## src/rtl/core/idiv64_pkg.sv

```systemverilog
// shared types and constants of the 64-bit integer divider
package idiv64_pkg;

    localparam int DATA_WIDTH_DEF = 64;
    localparam int FIELD_W        = 64;

    typedef enum logic [1:0] {
        OP_UQUO = 2'd0,
        OP_SQUO = 2'd1,
        OP_UREM = 2'd2,
        OP_RSVD = 2'd3
    } t_op;

    typedef enum logic [1:0] {
        ST_IDLE,
        ST_DIV,
        ST_FIX
    } t_state;

    typedef struct packed {
        logic load;
        logic step;
        logic fix;
    } t_ctrl;

endpackage

```

## src/rtl/core/idiv64_datapath.sv

```systemverilog
// shift-subtract datapath: operand magnitudes, remainder and quotient registers
module idiv64_datapath import idiv64_pkg::*; #(
    parameter int DATA_WIDTH = DATA_WIDTH_DEF
) (
    input  logic                  i_clk,
    input  t_ctrl                 i_ctrl,
    input  logic [1:0]            i_operation,
    input  logic [DATA_WIDTH-1:0] i_dividend,
    input  logic [DATA_WIDTH-1:0] i_divisor,
    output logic                  o_zero,
    output logic [DATA_WIDTH-1:0] o_result
);

    t_op                   r_op;
    logic                  r_neg;
    logic                  r_zero;
    logic [DATA_WIDTH-1:0] r_dvs;
    logic [DATA_WIDTH-1:0] r_rem;
    logic [DATA_WIDTH-1:0] r_quo;

    t_op                   in_op;
    logic                  a_neg;
    logic                  d_neg;
    logic [DATA_WIDTH-1:0] a_mag;
    logic [DATA_WIDTH-1:0] d_mag;
    logic [DATA_WIDTH:0]   shifted;
    logic [DATA_WIDTH-1:0] diff;
    logic                  ge;
    logic [DATA_WIDTH-1:0] n_rem;

    // operand magnitudes for signed division
    always_comb begin
        in_op = t_op'(i_operation);
        a_neg = (in_op == OP_SQUO) && i_dividend[DATA_WIDTH-1];
        d_neg = (in_op == OP_SQUO) && i_divisor[DATA_WIDTH-1];
        a_mag = a_neg ? (~i_dividend + 1'b1) : i_dividend;
        d_mag = d_neg ? (~i_divisor + 1'b1) : i_divisor;
    end

    // one restoring step: the bit shifted out of the remainder counts as carry
    always_comb begin
        shifted = {r_rem, r_quo[DATA_WIDTH-1]};
        diff    = shifted[DATA_WIDTH-1:0] - r_dvs;
        ge      = (shifted >= {1'b0, r_dvs});
        n_rem   = ge ? diff : shifted[DATA_WIDTH-1:0];
    end

    always_ff @(posedge i_clk) begin
        if (i_ctrl.load) begin
            r_op   <= in_op;
            r_neg  <= a_neg ^ d_neg;
            r_zero <= (i_divisor == '0);
            r_dvs  <= d_mag;
            r_rem  <= '0;
            r_quo  <= a_mag;
        end else if (i_ctrl.step) begin
            r_rem  <= n_rem;
            r_quo  <= {r_quo[DATA_WIDTH-2:0], ge};
        end
    end

    // sign fixup and selection; on a zero divisor r_quo still holds the dividend magnitude
    always_comb begin
        o_zero = r_zero;
        if (r_zero) begin
            o_result = (r_op == OP_UREM) ? r_quo : '0;
        end else begin
            unique case (r_op)
                OP_SQUO: o_result = r_neg ? (~r_quo + 1'b1) : r_quo;
                OP_UREM: o_result = r_rem;
                default: o_result = r_quo;
            endcase
        end
    end

endmodule

```

## src/rtl/core/idiv64_ctrl.sv

```systemverilog
// sequencer: accepts an item, counts the division steps, hands off the result
module idiv64_ctrl import idiv64_pkg::*; #(
    parameter int DATA_WIDTH = DATA_WIDTH_DEF
) (
    input  logic  i_clk,
    input  logic  i_rst_n,
    input  logic  i_in_valid,
    input  logic  i_zero,
    input  logic  i_out_busy,
    output logic  o_in_ready,
    output t_ctrl o_ctrl
);

    localparam int CW = $clog2(DATA_WIDTH);

    t_state        r_state;
    t_state        n_state;
    logic [CW-1:0] r_cnt;
    logic [CW-1:0] n_cnt;

    always_ff @(posedge i_clk) begin
        if (!i_rst_n) begin
            r_state <= ST_IDLE;
            r_cnt   <= '0;
        end else begin
            r_state <= n_state;
            r_cnt   <= n_cnt;
        end
    end

    always_comb begin
        n_state    = r_state;
        n_cnt      = r_cnt;
        o_ctrl     = '0;
        o_in_ready = 1'b0;
        unique case (r_state)
            ST_IDLE: begin
                // no item is taken while reset is held
                o_in_ready = i_rst_n;
                if (i_in_valid && i_rst_n) begin
                    o_ctrl.load = 1'b1;
                    n_cnt       = CW'(DATA_WIDTH - 1);
                    n_state     = ST_DIV;
                end
            end
            ST_DIV: begin
                if (i_zero) begin
                    n_state = ST_FIX;
                end else begin
                    o_ctrl.step = 1'b1;
                    if (r_cnt == '0) begin
                        n_state = ST_FIX;
                    end else begin
                        n_cnt = r_cnt - 1'b1;
                    end
                end
            end
            ST_FIX: begin
                if (!i_out_busy) begin
                    o_ctrl.fix = 1'b1;
                    n_state    = ST_IDLE;
                end
            end
            default: n_state = ST_IDLE;
        endcase
    end

endmodule

```

## src/rtl/core/integer_divider_64.sv

```systemverilog
// top level of the iterative 64-bit integer divider
// after an accept the subtract loop makes one quotient bit per cycle, then the result moves to
//   the output register that drives o_valid; a zero divisor skips the loop
// a new item is accepted only after the previous result has left the loop
// o_ready is low while an item is in the loop or waits for hand-off; a result waiting
//   in the output register does not block the next accept, only the next hand-off
// reset (synchronous, active low) empties the sequencer and the output register
module integer_divider_64 import idiv64_pkg::*; #(
    parameter int DATA_WIDTH = DATA_WIDTH_DEF
) (
    input  logic               i_clk,
    input  logic               i_rst_n,
    input  logic               i_valid,
    output logic               o_ready,
    input  logic [1:0]         i_operation,
    input  logic [FIELD_W-1:0] i_dividend,
    input  logic [FIELD_W-1:0] i_divisor,
    output logic               o_valid,
    input  logic               i_ready,
    output logic [FIELD_W-1:0] o_quotient_or_rest,
    output logic               o_zero_divisor
);

    t_ctrl                 ctrl;
    logic                  zero;
    logic                  out_busy;
    logic [DATA_WIDTH-1:0] result;

    logic                  r_out_valid;
    logic [FIELD_W-1:0]    r_out_data;
    logic                  r_out_zero;

    // output register holds a result until the consumer takes it
    assign out_busy = r_out_valid && !i_ready;

    idiv64_ctrl #(
        .DATA_WIDTH (DATA_WIDTH)
    ) u_ctrl (
        .i_clk      (i_clk),
        .i_rst_n    (i_rst_n),
        .i_in_valid (i_valid),
        .i_zero     (zero),
        .i_out_busy (out_busy),
        .o_in_ready (o_ready),
        .o_ctrl     (ctrl)
    );

    // only the low DATA_WIDTH bits of the operands take part
    idiv64_datapath #(
        .DATA_WIDTH (DATA_WIDTH)
    ) u_datapath (
        .i_clk       (i_clk),
        .i_ctrl      (ctrl),
        .i_operation (i_operation),
        .i_dividend  (i_dividend[DATA_WIDTH-1:0]),
        .i_divisor   (i_divisor[DATA_WIDTH-1:0]),
        .o_zero      (zero),
        .o_result    (result)
    );

    // valid flag of the output register
    always_ff @(posedge i_clk) begin
        if (!i_rst_n) begin
            r_out_valid <= 1'b0;
        end else if (ctrl.fix) begin
            r_out_valid <= 1'b1;
        end else if (i_ready) begin
            r_out_valid <= 1'b0;
        end
    end

    // result payload, upper bits zero when the datapath is narrower than the port
    always_ff @(posedge i_clk) begin
        if (ctrl.fix) begin
            r_out_data <= FIELD_W'(result);
            r_out_zero <= zero;
        end
    end

    assign o_valid            = r_out_valid;
    assign o_quotient_or_rest = r_out_data;
    assign o_zero_divisor     = r_out_zero;

endmodule

```

## config.mk

```make
export PLATFORM = sky130hd
export DESIGN_NAME = integer_divider_64
export DESIGN_NICKNAME = d
export VERILOG_FILES = /design/src/rtl/core/idiv64_pkg.sv /design/src/rtl/core/idiv64_datapath.sv /design/src/rtl/core/idiv64_ctrl.sv /design/src/rtl/core/integer_divider_64.sv
export SDC_FILE = /design/constraint.sdc
export NUM_CORES = 1
export LEC_CHECK = 0
export BUFFER_PORTS_ARGS = -buffer_cell sky130_fd_sc_hd__buf_2
export CAP_MARGIN = 40
export CORE_MARGIN = 10
export CORE_UTILIZATION = 55
export DETAILED_ROUTE_END_ITERATION = 7
export PLACE_DENSITY_LB_ADDON = 0.25
export SLEW_MARGIN = 0
export SYNTH_ARGS = -nofsm -noshare
export SYNTH_HDL_FRONTEND = slang
export SYNTH_HIERARCHICAL = 1
export SYNTH_SLANG_ARGS = --single-unit
```

## constraint.sdc

```tcl
create_clock -name i_clk -period 8.34 [get_ports i_clk]
set_input_delay 1.251 -clock i_clk [delete_from_list [all_inputs] [get_ports i_clk]]
set_output_delay 1.251 -clock i_clk [all_outputs]
set_load 0.02 [all_outputs]
```

==> out/results.ini <==
[cells_and_area]
final_common_cell=a21oi_1
utilization=0.622
nets=2614
syn2layout_area_growth_pct=11.6
drive_gt1_frac=0.125
antenna_cells=0
final_cell_mix=a21oi_1, nand2_1, nor2_1, buf_2, edfxtp_1

[floorplan]
dieHeight_um=207
io-pin-count=201
initial_core_util=0.557
dieWidth_um=207
die-area_mm2=0.0429
fp.coreArea_mm2=0.0345
rows=68

[clock_network]
ctsRootBufferMaster=clkbuf_16
clk_pin_slew_ns=0.06
hold_buffers=0
ctsLongestPathBuffers=3
cts.sink_count=270
cts_buffers=31
clk_latency_ns=0.58
tritoncts=yes
htree_levels=1
postCtsSetupBuffers=0
ctsResizeCount=0

[setup_path]
rr_startpoint=u_datapath/r_quo[14]$_DFFE_PP_
cpPeakStageDelay_ns=0.62
cp_cell_sequence=buf_2 -> or4_1 -> or4_1 -> nor3_1 -> nand2_1 -> nor3_1 -> nand2_1 -> or3_1 -> nor2b_1 -> a21oi_1 -> xor2_1
path_class=in -> reg
reg2reg_depth=10
cpLargestDelayFamily=simple AND/OR/NAND/NOR gates
worstSetupEndpointType=flip-flop
r2r_end=o_quotient_or_rest[63]$_DFFE_PP_
crit_arrival_ns=4.89
worstPathRequired_ns=8.67
path_buf_inv=1
cp-start-kind=primary input
crit_path_max_fanout=5
cpMaxStageDelayCell=nor3_1
r2r_slack_ns=4.00

[route]
firstDrtPassIters=6
viasPerCell=6.35
drcViolationCount=0
ant_nets=0
routed_wl_um=61700
drt_iter0_drc=1955
vias=18331
wire_per_inst_um=21.4

[grt]
grt_util_all_layers=0.271
grt_pass1_wl_um=96600
grt_pass1_vias=17580
antenna_found_initial=0
grt_max_degree=107
gr-total-overflow=0

[synthesis]
syn_area_mm2=0.0192
ys_seq_area_frac=0.384
syn-instance-count=2284
synth_area_per_cell_um2=8.42
synth_edf_count=197
synth_cell_types=77
synth_nets=2490
synth_ff_type=edfxtp_1
ys_seq_elements=270
ys.warnings.count=6
async_flop_share=0

[placement]
gp_congestion=0.951
dpl.hpwl_um=46500
port_buffers=200

[power_and_ir_drop]
p_int_mw=3.07
p_sw_frac=0.392
leakagePower_nw=8.26
ir_worst_vdd_v=0.000198
clkPwrFrac=0.256
pwr-share-comb=0.365
power_frac_seq=0.378
power.switching_mw=1.97
power_mw=5.04
power_density_mw_per_mm2=235

[sta]
hold_viol=0
slew_headroom=0.366
fmax_mhz=219
period_needed_ns=4.56
maxSlewViolCount=0
setup_violations=0
fin_tns_setup_ns=0
min_period_over_period=0.547
rsz0062_at_grt=false
skew_ns=0.0289
tightest_slew_ns=0.950

[flow_run]
cap_violations=0

[worst_hold_path]
min_to=u_datapath/r_rem[0]$_SDFFE_PP0P_
hold_path.class=reg -> reg
hold_start=u_datapath/r_rem[0]$_SDFFE_PP0P_
whs_path_depth=2

[run_status]
status=completed

-- cells in the mapped netlist (all sizes together), types with 20 or more instances --
library cell	count	area (um^2)
clkbuf	127	477
a21o	32	240
nand3	26	130
a21oi	264	1320
or3	44	295
inv	124	465
dfxtp	73	1460
ha	71	888
nor4	20	125
or4	27	210
o21bai	21	158
o22ai	22	138
a311oi	37	324
nor3	49	245
a22oi	37	278
nor2	232	871
xnor2	114	998
nand2	233	875
o21ai	141	706
edfxtp	197	5920
xor2	82	718
nand4	29	181
o31ai	45	352
-- worst max-delay path by stage --
stage             startpoint                              to  slack, ns  depth (start not counted)
6_report       i_divisor[13]  u_datapath/r_dvs[62]$_DFFE_PP_       3.78                         11
5_1_grt        i_divisor[13]  u_datapath/r_dvs[62]$_DFFE_PP_       3.39                         11
4_1_cts        i_divisor[13]  u_datapath/r_dvs[62]$_DFFE_PP_       3.83                         11
3_5_place_dp   i_divisor[13]  u_datapath/r_dvs[62]$_DFFE_PP_       3.23                         11
3_3_place_gp   i_divisor[13]  u_datapath/r_dvs[62]$_DFFE_PP_       3.32                         11
2_1_floorplan        i_rst_n   u_datapath/r_quo[0]$_DFFE_PP_       1.54                          6
-- power by group through the flow --
stage,logic [mW],clock network (mW),registers [mW]
CTS,1.81,1.32,1.90
global route,2.05,1.37,1.91
global placement,1.78,0,1.92
finish,1.84,1.29,1.91
floorplan,1.34,0,1.81
detailed placement,1.80,0,1.93
-- sequential cells by signal (all words and copies together), names as in the netlist, 2 cells and up --
name and flops:
u_datapath/r_op 2, u_ctrl/r_cnt 6, o_quotient_or_rest 64, u_datapath/r_quo 64, u_datapath/r_dvs 64, u_datapath/r_rem 64
u_ctrl/r_state 2
-- stage by stage --
stage | instances | cell area [um^2] | setup slack (ns) | hold slack, ns
after CTS | 2887 | 21500 | 3.83 | 0.524
after floorplan | 2284 | 19200 | 1.54 | 0.471
after detailed placement | 2830 | 20500 | 3.23 | 0.519
after global routing | 2887 | 21500 | 3.39 | 0.544
after global placement | 2827 | 20500 | 3.32 | 0.508
final | 2887 | 21500 | 3.78 | 0.523
-- cell families after synthesis --
| family | Yosys count | synth area share |
|---|---|---|
| flops | 270 | 0.384 |
| simple gates | 759 | 0.189 |
| mux | 9 | 0.00501 |
| xor+xnor | 196 | 0.0892 |
| fa+ha+maj | 72 | 0.0472 |
| compound gates | 723 | 0.236 |
| buf+inv | 255 | 0.0500 |
-- metal layers --
layer	wire, um	GRT usage	up-vias
met3	3820	0.0353	155
met1	24700	0.334	8790
met4	2860	0.115	0
met2	30300	0.467	757
li1	-	-	8629
met5	0	0	-
-- layout make-up --
class | count | area [um^2]
Tap cell | 455 | 569
Clock buffer | 41 | 833
Timing Repair Buffer | 222 | 1190
Fill cell | 3059 | 13100
Clock inverter | 16 | 113
Inverter | 124 | 465
Multi-Input combinational cell | 1759 | 10900
Sequential cell | 270 | 7380
-- worst min-delay path: stages (launching register included) --
cell and delay, ns:
dfxtp_1 0.33, nor2_1 0.09, a211oi_1 0.05
Power figures use the tool's default switching activity.
